`src/bsp_pkg.sv`:
```
// ----------------------------------------------------------------------------
// bsp_pkg
// Shared constants, register indexes and structs for the block sum pooler.
// ----------------------------------------------------------------------------
`default_nettype none

package bsp_pkg;

  // Defaults for the top-level parameters
  localparam int DEF_MAX_DIM    = 64;
  localparam int DEF_ELEM_WIDTH = 16;

  // Fixed field widths
  localparam int DIM_W     = 7;   // matrix dimension and position counters
  localparam int SUM_W     = 28;  // block sum
  localparam int IDX_W     = 6;   // block row / block column on the output
  localparam int CFG_IDX_W = 8;   // register index on the config port
  localparam int DIM_RESET = 64;  // reset value of both dimension registers

  // Register indexes
  localparam logic [CFG_IDX_W-1:0] REG_NUM_ROWS = 8'd0;
  localparam logic [CFG_IDX_W-1:0] REG_NUM_COLS = 8'd1;

  // Result queue
  localparam int OQ_DEPTH = 3;
  localparam int OQ_PTR_W = 2;

  // Effective dimensions and block size
  typedef struct packed {
    logic [DIM_W-1:0] rows;
    logic [DIM_W-1:0] cols;
    logic [DIM_W-1:0] bs;
  } dims_t;

  // One accepted element's place in the matrix
  typedef struct packed {
    logic             first;  // first element of its block
    logic             emit;   // last element of its block
    logic             last;   // last element of the matrix
    logic [DIM_W-1:0] bcol;
    logic [DIM_W-1:0] brow;
  } op_t;

  // One finished block
  typedef struct packed {
    logic             last;
    logic [IDX_W-1:0] col;
    logic [IDX_W-1:0] row;
    logic [SUM_W-1:0] sum;
  } res_t;

endpackage

`default_nettype wire

```
`src/bsp_cfg.sv`:
```
// ----------------------------------------------------------------------------
// bsp_cfg
// Dimension registers and an iterative subtractive GCD unit for the block size.
// ----------------------------------------------------------------------------
`default_nettype none

module bsp_cfg #(
  parameter int MAX_DIM = bsp_pkg::DEF_MAX_DIM
) (
  input  wire logic                          clk,
  input  wire logic                          rst,
  input  wire logic                          wr,
  input  wire logic [bsp_pkg::CFG_IDX_W-1:0] index,
  input  wire logic [bsp_pkg::DIM_W-1:0]     data,
  output      logic                          restart,
  output      logic                          busy,
  output      bsp_pkg::dims_t                dims
);

  localparam int MAX_EFF   = (MAX_DIM > 127) ? 127 : MAX_DIM;
  localparam int RESET_DIM = (bsp_pkg::DIM_RESET > MAX_EFF) ? MAX_EFF : bsp_pkg::DIM_RESET;
  localparam logic [bsp_pkg::DIM_W-1:0] MAX_EFF_V   = bsp_pkg::DIM_W'(MAX_EFF);
  localparam logic [bsp_pkg::DIM_W-1:0] RESET_DIM_V = bsp_pkg::DIM_W'(RESET_DIM);

  logic [bsp_pkg::DIM_W-1:0] rows;
  logic [bsp_pkg::DIM_W-1:0] cols;
  logic [bsp_pkg::DIM_W-1:0] bs;
  logic [bsp_pkg::DIM_W-1:0] ga;
  logic [bsp_pkg::DIM_W-1:0] gb;
  logic [bsp_pkg::DIM_W-1:0] eff;
  logic                      wr_rows;
  logic                      wr_cols;

  // Clamp a written dimension into 1..MAX_DIM, and never above 127
  always_comb begin
    if (data == '0) begin
      eff = bsp_pkg::DIM_W'(1);
    end else if (data > MAX_EFF_V) begin
      eff = MAX_EFF_V;
    end else begin
      eff = data;
    end
  end

  assign wr_rows = wr && (index == bsp_pkg::REG_NUM_ROWS);
  assign wr_cols = wr && (index == bsp_pkg::REG_NUM_COLS);
  assign restart = wr_rows || wr_cols;

  always_ff @(posedge clk) begin
    if (rst) begin
      rows <= RESET_DIM_V;
      cols <= RESET_DIM_V;
      bs   <= RESET_DIM_V;
      busy <= 1'b0;
    end else if (restart) begin
      if (wr_rows) begin
        rows <= eff;
      end
      if (wr_cols) begin
        cols <= eff;
      end
      busy <= 1'b1;
    end else if (busy) begin
      if (ga == gb) begin
        bs   <= ga;
        busy <= 1'b0;
      end
    end
  end

  // One subtraction a cycle until both operands agree
  always_ff @(posedge clk) begin
    if (restart) begin
      ga <= wr_rows ? eff : rows;
      gb <= wr_cols ? eff : cols;
    end else if (busy) begin
      if (ga > gb) begin
        ga <= ga - gb;
      end else if (gb > ga) begin
        gb <= gb - ga;
      end
    end
  end

  assign dims.rows = rows;
  assign dims.cols = cols;
  assign dims.bs   = bs;

endmodule

`default_nettype wire

```
`src/bsp_ctrl.sv`:
```
// ----------------------------------------------------------------------------
// bsp_ctrl
// Position counters: matrix row/column, place in block and block row/column.
// ----------------------------------------------------------------------------
`default_nettype none

module bsp_ctrl (
  input  wire logic           clk,
  input  wire logic           rst,
  input  wire logic           restart,
  input  wire logic           accept,
  input  wire bsp_pkg::dims_t dims,
  output      bsp_pkg::op_t   op
);

  logic [bsp_pkg::DIM_W-1:0] row_pos;
  logic [bsp_pkg::DIM_W-1:0] col_pos;
  logic [bsp_pkg::DIM_W-1:0] rib;
  logic [bsp_pkg::DIM_W-1:0] cib;
  logic [bsp_pkg::DIM_W-1:0] brow;
  logic [bsp_pkg::DIM_W-1:0] bcol;
  logic [bsp_pkg::DIM_W-1:0] bs_m1;
  logic                      col_end;
  logic                      row_end;
  logic                      cib_end;
  logic                      rib_end;

  assign bs_m1   = dims.bs - bsp_pkg::DIM_W'(1);
  assign col_end = (col_pos == dims.cols - bsp_pkg::DIM_W'(1));
  assign row_end = (row_pos == dims.rows - bsp_pkg::DIM_W'(1));
  assign cib_end = (cib == bs_m1);
  assign rib_end = (rib == bs_m1);

  assign op.first = (rib == '0) && (cib == '0);
  assign op.emit  = rib_end && cib_end;
  assign op.last  = row_end && col_end;
  assign op.bcol  = bcol;
  assign op.brow  = brow;

  always_ff @(posedge clk) begin
    if (rst || restart) begin
      row_pos <= '0;
      col_pos <= '0;
      rib     <= '0;
      cib     <= '0;
      brow    <= '0;
      bcol    <= '0;
    end else if (accept) begin
      if (col_end) begin
        col_pos <= '0;
        cib     <= '0;
        bcol    <= '0;
        if (row_end) begin
          row_pos <= '0;
          rib     <= '0;
          brow    <= '0;
        end else begin
          row_pos <= row_pos + bsp_pkg::DIM_W'(1);
          rib     <= rib_end ? '0 : rib + bsp_pkg::DIM_W'(1);
          brow    <= rib_end ? brow + bsp_pkg::DIM_W'(1) : brow;
        end
      end else begin
        col_pos <= col_pos + bsp_pkg::DIM_W'(1);
        cib     <= cib_end ? '0 : cib + bsp_pkg::DIM_W'(1);
        bcol    <= cib_end ? bcol + bsp_pkg::DIM_W'(1) : bcol;
      end
    end
  end

endmodule

`default_nettype wire

```
`src/bsp_accum.sv`:
```
// ----------------------------------------------------------------------------
// bsp_accum
// Column-sum memory with read-modify-write and a one-deep write bypass.
// ----------------------------------------------------------------------------
`default_nettype none

module bsp_accum #(
  parameter int MAX_DIM    = bsp_pkg::DEF_MAX_DIM,
  parameter int ELEM_WIDTH = bsp_pkg::DEF_ELEM_WIDTH
) (
  input  wire logic                  clk,
  input  wire logic                  rst,
  input  wire logic                  accept,
  input  wire logic [ELEM_WIDTH-1:0] element,
  input  wire bsp_pkg::op_t          op,
  output      logic                  res_valid,
  output      bsp_pkg::res_t         res
);

  localparam int MEM_DEPTH = (MAX_DIM > 128) ? 128 : MAX_DIM;
  localparam int ADDR_W    = $clog2(MEM_DEPTH);

  logic [bsp_pkg::SUM_W-1:0] mem [MEM_DEPTH];

  logic [ADDR_W-1:0]                    rd_addr;
  logic [bsp_pkg::SUM_W-1:0]            rd_data;
  logic                                 s1_valid;
  bsp_pkg::op_t                         s1_op;
  logic [ADDR_W-1:0]                    s1_addr;
  logic [ELEM_WIDTH+bsp_pkg::SUM_W-1:0] s1_wide;
  logic [bsp_pkg::SUM_W-1:0]            s1_elem;
  logic [bsp_pkg::SUM_W-1:0]            base;
  logic [bsp_pkg::SUM_W-1:0]            sum;
  logic                                 fw_valid;
  logic [ADDR_W-1:0]                    fw_addr;
  logic [bsp_pkg::SUM_W-1:0]            fw_data;
  logic [ELEM_WIDTH-1:0]                s1_raw;

  assign rd_addr = op.bcol[ADDR_W-1:0];

  // Read on accept; data lands alongside the stage-1 registers
  always_ff @(posedge clk) begin
    if (accept) begin
      rd_data <= mem[rd_addr];
    end
    if (s1_valid) begin
      mem[s1_addr] <= sum;
    end
  end

  always_ff @(posedge clk) begin
    if (rst) begin
      s1_valid <= 1'b0;
      fw_valid <= 1'b0;
    end else begin
      s1_valid <= accept;
      fw_valid <= s1_valid;
    end
  end

  always_ff @(posedge clk) begin
    if (accept) begin
      s1_op   <= op;
      s1_addr <= rd_addr;
      s1_raw  <= element;
    end
    fw_addr <= s1_addr;
    fw_data <= sum;
  end

  // Sign-extend (or truncate) the element to the sum width
  assign s1_wide = {{bsp_pkg::SUM_W{s1_raw[ELEM_WIDTH-1]}}, s1_raw};
  assign s1_elem = s1_wide[bsp_pkg::SUM_W-1:0];

  // A write in the cycle of our read is not yet seen by the memory: take it here
  assign base = (fw_valid && (fw_addr == s1_addr)) ? fw_data : rd_data;
  assign sum  = s1_op.first ? s1_elem : base + s1_elem;

  assign res_valid = s1_valid && s1_op.emit;
  assign res.sum   = sum;
  assign res.row   = s1_op.brow[bsp_pkg::IDX_W-1:0];
  assign res.col   = s1_op.bcol[bsp_pkg::IDX_W-1:0];
  assign res.last  = s1_op.last;

endmodule

`default_nettype wire

```
`src/bsp_outq.sv`:
```
// ----------------------------------------------------------------------------
// bsp_outq
// Small result queue between the accumulator and the output channel.
// ----------------------------------------------------------------------------
`default_nettype none

module bsp_outq (
  input  wire logic                       clk,
  input  wire logic                       rst,
  input  wire logic                       push,
  input  wire bsp_pkg::res_t              din,
  input  wire logic                       pop,
  output      logic                       not_empty,
  output      bsp_pkg::res_t              dout,
  output      logic [bsp_pkg::OQ_PTR_W-1:0] count
);

  localparam logic [bsp_pkg::OQ_PTR_W-1:0] LAST_SLOT = bsp_pkg::OQ_PTR_W'(bsp_pkg::OQ_DEPTH - 1);

  bsp_pkg::res_t                 slots [bsp_pkg::OQ_DEPTH];
  logic [bsp_pkg::OQ_PTR_W-1:0]  wr_ptr;
  logic [bsp_pkg::OQ_PTR_W-1:0]  rd_ptr;
  logic                          do_pop;

  assign not_empty = (count != '0);
  assign do_pop    = pop && not_empty;
  assign dout      = slots[rd_ptr];

  always_ff @(posedge clk) begin
    if (push) begin
      slots[wr_ptr] <= din;
    end
  end

  always_ff @(posedge clk) begin
    if (rst) begin
      wr_ptr <= '0;
      rd_ptr <= '0;
      count  <= '0;
    end else begin
      if (push) begin
        wr_ptr <= (wr_ptr == LAST_SLOT) ? '0 : wr_ptr + bsp_pkg::OQ_PTR_W'(1);
      end
      if (do_pop) begin
        rd_ptr <= (rd_ptr == LAST_SLOT) ? '0 : rd_ptr + bsp_pkg::OQ_PTR_W'(1);
      end
      case ({push, do_pop})
        2'b10:   count <= count + bsp_pkg::OQ_PTR_W'(1);
        2'b01:   count <= count - bsp_pkg::OQ_PTR_W'(1);
        default: count <= count;
      endcase
    end
  end

endmodule

`default_nettype wire

```
`src/block_sum_pooling_gcd.sv`:
```
// ----------------------------------------------------------------------------
// block_sum_pooling_gcd
// Non-overlapping square block sum pooling, block size gcd(rows, cols).
// ----------------------------------------------------------------------------
//
//  channel   direction  handshake              payload
//  --------  ---------  ---------------------  ---------------------------------
//  s_axis    in         s_axis_tvalid/tready   tdata: element
//  m_axis    out        m_axis_tvalid/tready   tdata: block_sum, block_row,
//                                              block_col; tlast: last_block
//  cfg       in         cfg_valid/cfg_ready    cfg_index, cfg_data
//
//  One element a cycle while s_axis_tready is high. An element is read from
//  the column-sum memory on accept and written back in the cycle after; a
//  block sum goes through the stage-1 registers and the result queue to m_axis.
//  After a dimension write the block size is found by repeated subtraction,
//  one step a cycle; s_axis is held off meanwhile.
//  Reset restores 64 x 64 (clamped to MAX_DIM) with no clearing pass: every
//  block's first element loads its column sum.
//  A stalled m_axis backs up into a three-word result queue; s_axis drops
//  ready when that queue could overflow, as well as during the subtraction.
// ----------------------------------------------------------------------------
`default_nettype none

module block_sum_pooling_gcd #(
  parameter int MAX_DIM    = bsp_pkg::DEF_MAX_DIM,
  parameter int ELEM_WIDTH = bsp_pkg::DEF_ELEM_WIDTH
) (
  input  wire logic                          clk,
  input  wire logic                          rst,
  // element
  input  wire logic                          s_axis_tvalid,
  output      logic                          s_axis_tready,
  input  wire logic [((ELEM_WIDTH+7)/8)*8-1:0] s_axis_tdata,
  // block_sum [27:0], block_row [33:28], block_col [39:34]
  output      logic                          m_axis_tvalid,
  input  wire logic                          m_axis_tready,
  output      logic [39:0]                   m_axis_tdata,
  output      logic                          m_axis_tlast,
  // configuration writes
  input  wire logic                          cfg_valid,
  output      logic                          cfg_ready,
  input  wire logic [bsp_pkg::CFG_IDX_W-1:0] cfg_index,
  input  wire logic [bsp_pkg::DIM_W-1:0]     cfg_data
);

  logic                           restart;
  logic                           gcd_busy;
  bsp_pkg::dims_t                 dims;
  logic                           accept;
  bsp_pkg::op_t                   op;
  logic                           res_valid;
  bsp_pkg::res_t                  res;
  bsp_pkg::res_t                  head;
  logic [bsp_pkg::OQ_PTR_W-1:0]   q_count;
  logic [bsp_pkg::OQ_PTR_W:0]     committed;

  // Always taken; the user must write only while the block is idle, unenforced
  assign cfg_ready = 1'b1;

  // Hold off new words while the queue plus the result in flight could fill it
  assign committed     = {1'b0, q_count} + {{bsp_pkg::OQ_PTR_W{1'b0}}, res_valid};
  assign s_axis_tready = !gcd_busy &&
                         (committed < (bsp_pkg::OQ_PTR_W+1)'(bsp_pkg::OQ_DEPTH));
  assign accept        = s_axis_tvalid && s_axis_tready;

  bsp_cfg #(
    .MAX_DIM (MAX_DIM)
  ) u_cfg (
    .clk     (clk),
    .rst     (rst),
    .wr      (cfg_valid && cfg_ready),
    .index   (cfg_index),
    .data    (cfg_data),
    .restart (restart),
    .busy    (gcd_busy),
    .dims    (dims)
  );

  bsp_ctrl u_ctrl (
    .clk     (clk),
    .rst     (rst),
    .restart (restart),
    .accept  (accept),
    .dims    (dims),
    .op      (op)
  );

  bsp_accum #(
    .MAX_DIM    (MAX_DIM),
    .ELEM_WIDTH (ELEM_WIDTH)
  ) u_accum (
    .clk       (clk),
    .rst       (rst),
    .accept    (accept),
    .element   (s_axis_tdata[ELEM_WIDTH-1:0]),
    .op        (op),
    .res_valid (res_valid),
    .res       (res)
  );

  bsp_outq u_outq (
    .clk       (clk),
    .rst       (rst),
    .push      (res_valid),
    .din       (res),
    .pop       (m_axis_tready),
    .not_empty (m_axis_tvalid),
    .dout      (head),
    .count     (q_count)
  );

  assign m_axis_tdata = {head.col, head.row, head.sum};
  assign m_axis_tlast = head.last;

endmodule

`default_nettype wire

```
`config.mk`:
```
export PLATFORM = sky130hd
export DESIGN_NAME = block_sum_pooling_gcd
export DESIGN_NICKNAME = d
export VERILOG_FILES = /design/src/bsp_pkg.sv /design/src/bsp_cfg.sv /design/src/bsp_ctrl.sv /design/src/bsp_accum.sv /design/src/bsp_outq.sv /design/src/block_sum_pooling_gcd.sv
export SDC_FILE = /design/constraint.sdc
export NUM_CORES = 2
export LEC_CHECK = 0
export BUFFER_PORTS_ARGS = -buffer_cell sky130_fd_sc_hd__buf_2
export CAP_MARGIN = 0
export CORE_ASPECT_RATIO = 1.75
export CORE_MARGIN = 2
export CORE_UTILIZATION = 35
export DETAILED_ROUTE_END_ITERATION = 8
export SLEW_MARGIN = 25
export SYNTH_ARGS = -nofsm -noshare
export SYNTH_HDL_FRONTEND = slang
export SYNTH_SLANG_ARGS = --single-unit
```
`constraint.sdc`:
```
create_clock -name clk -period 8.8 [get_ports clk]
set_clock_uncertainty 0.1 [all_clocks]
set_input_delay 1.76 -clock clk [delete_from_list [all_inputs] [get_ports clk]]
set_output_delay 1.76 -clock clk [all_outputs]
set_load 0.01 [all_outputs]
```
==> flow_summary.yaml <==
final_layout:
  fin_area_um2: 92800
  fill_cells: 20600
  fin_nets: 4121
  drive_gt1_frac: 0.282
  fin_util: 0.398
  layout.cells.non_filler: 7235
  area_growth_pct: 13.2
timing:
  fin_ws_ns: 2.97
  hold_viol_final: 0
  fin_crit_sh: 0.663
  max_freq_mhz: 171
  drv_slew: 0
  holdWs_ns: 0.372
  tns_ns: 0
  worstMarginPinSlew_ns: 1.05
  setup_viol: 0
  grt_setup_unrepaired: "no"
  slew_headroom: 0.294
  fin_crit_ns: 5.83
synthesis:
  synth_seq_area_share: 0.754
  synth.distinct_cells: 64
  synth_flop_cell: "edfxtp_1"
  yosys_warnings: 0
  synth-edff-count: 1988
  async_flop_share: 0
  synthCells: 3831
  synth_area_leaders: "edfxtp_1, mux4_2, dfxtp_1"
  synth.most_common_cell: "edfxtp_1"
  ys_ff_latch: 2094
  syn_area_per_cell_um2: 21.4
  syn-cell-area_um2: 82000
  synth_nets: 3928
  yosys.area.top_type: "edfxtp_1"
  synth_top_cell_area_share: 0.728
  synthTopCellsByCount: "edfxtp_1, mux4_2, nor2_1"
global_routing:
  grt-ovfl-total: 0
  grt_max_degree: 138
  grt_usage: 0.176
  grt_pass1_wl_um: 301000
  antenna_found_initial: 6
  grt_pass1_vias: 40700
worst_setup_path:
  worst_ep_arrival_time_ns: 6.26
  endpoint_kind: "flop"
  critPathSlowestCell: "nor4_1"
  slowest_delay_ns: 0.64
  r2r_slack_ns: 2.97
  r2r_cells: 15
  crit_top_cell: "buf_4"
  critPathMaxFanout: 68
  endpoint: "u_accum.mem[30][25]"
  r2r_start: "u_accum.res[35]"
  crit_path_start_kind: "flop"
  worstSetupPathType: "flop to flop"
  rr_endpoint: "u_accum.mem[30][25]"
  startpoint: "u_accum.res[35]"
  critical_path_required_ns: 9.23
  crit_chain: "xnor2_1 > nand4_1 > nor4_4 > buf_4 > mux2_2 > ha_1 > a21oi_1 > and4b_1 > nor4_1 > o31ai_1 > a211oi_1 > nor3_1 > mux2i_1 > o311ai_2 > buf_4"
floorplan:
  start_util: 0.351
  die_w_um: 370
  die_h_um: 644
  io_pins: 80
  num_rows: 235
  die-area_um2: 238000
  coreArea_um2: 233000
power:
  p_per_area_nw_per_um2: 214
  finalPower_mw: 19.8
  ir_drop_mv: 0.134
  p_leak_nw: 27.8
clock_network:
  cts_buffers: 178
  cts-root-buf: "clkbuf_16"
  cts.htree.levels: 4
  tritoncts: "yes"
  ctsResizeCount: 0
  cts_hold_buf: 0
  clock_sinks: 2094
  postCtsSetupBuffers: 0
  path_clk_slew_ns: 0.07
  clkLatencyLatePin_ns: 0.83
  clock_path_buffers: 4
detailed_routing:
  drc: 0
  drt-initial-drc-count: 3449
  vias: 39300
  drt_wl_total_um: 212000
  dr.pass1.iters: 8
  viasPerCell: 5.43
  wl_per_cell_um: 29.3
  drtAntennaViolNets: 0
status:
  outcome: "complete, no violations"
placed_design:
  place_ws_ns: 2.89
  gp_congestion: 0.876
  hpwl_um: 123000
  portBuffers: 78
  dpl_cell_area_um2: 87300
  dpl.cell_count: 6925
min_path:
  holdCritPathClass: "flop to flop"
flow_run:
  cap_violations: 0
## layer usage
metal / GRT usage / vias to the layer above / part of all wire
li1: - / 16300 / -
met1: 0.206 / 21500 / 0.37
met2: 0.332 / 1169 / 0.55
met3: 0.0187 / 333 / 0.045
met4: 0.0592 / 0 / 0.033
met5: 0 / - / 0
## cell families after synthesis
group / after synthesis / share of synthesized area
compound gates: 251 / 0.0177
xor+xnor: 96 / 0.0113
fa+ha+maj: 61 / 0.00958
buf+inv: 221 / 0.0102
flops: 2094 / 0.754
mux: 668 / 0.172
other cells: 1 / 0.0000457
simple gates: 439 / 0.0255
## power breakdown
group	internal, mW	total, mW	switching, mW	leakage, nW
sequential	11.3	11.3	0.0432	18.9
combinational	0.162	0.806	0.644	6.33
clock	4.14	7.68	3.54	2.65
total	15.6	19.8	4.23	27.8
## cell usage in the layout (no fill, tap or decap), types with 27 or more instances in the layout
cell type / Yosys / routed
o21ai_0: 99 / 77
mux4_2: 588 / 588
buf_2: 2 / 78
nand2_1: 108 / 108
xnor2_1: 45 / 45
dfxtp_1: 106 / 98
clkbuf_16: 0 / 182
edfxtp_1: 1988 / 1988
ha_1: 58 / 58
clkinv_1: 1 / 37
inv_1: 31 / 30
mux2_2: 30 / 30
mux2i_1: 50 / 50
xor2_1: 45 / 45
a21oi_1: 82 / 82
nor2_4: 0 / 62
clkbuf_1: 133 / 27
nor2_1: 161 / 99
clkinv_2: 0 / 28
nand3_1: 30 / 30
buf_4: 2 / 117
## worst min-delay path by stage
stage                                from                  end  slack (ns)  depth (start not counted)
final                     u_accum.res[30]  u_outq.slots[0][30]        0.37                          0
after global placement    u_accum.res[32]  u_outq.slots[0][32]        0.35                          0
after floorplan           u_accum.res[36]   u_accum.fw_addr[2]        0.30                          0
after global routing      u_accum.res[30]  u_outq.slots[0][30]        0.39                          0
after detailed placement  u_accum.res[30]  u_outq.slots[0][30]        0.36                          0
after CTS                 u_accum.res[30]  u_outq.slots[1][30]        0.37                          0
## sequential cells by signal (all words and copies together) (netlist names), 13 cells and up, named ones only
name and flops:
u_accum.fw_data 28, u_accum.mem 1792, u_accum.rd_data 28, u_accum.res 13, u_accum.s1_raw 16, u_outq.slots 123
## cell type report
cell class	instances	area [um^2]	share of cell area
antenna	3	7.51	0.0000809
clock buffer	210	4670	0.0503
clock inverter	97	810	0.00872
inverter	32	121	0.00131
multi-input combinational	1516	20100	0.217
sequential	2094	61800	0.666
tap	3081	3850	0.0415
timing repair buffer	202	1410	0.0152
## worst max-delay path: cells and delay by family (launching register included)
| kind | cells | cell delay (ns) |
|---|---|---|
| AND/OR/NAND/NOR | 5 | 1.42 |
| AO/OA/AOI/OAI | 4 | 1.19 |
| buffers and inverters | 2 | 0.97 |
| flip-flops | 1 | 0.60 |
| multiplexers | 2 | 0.59 |
| XOR/XNOR | 1 | 0.27 |
| adder cells (fa/ha/maj) | 1 | 0.27 |
Power figures use the tool's default switching activity.
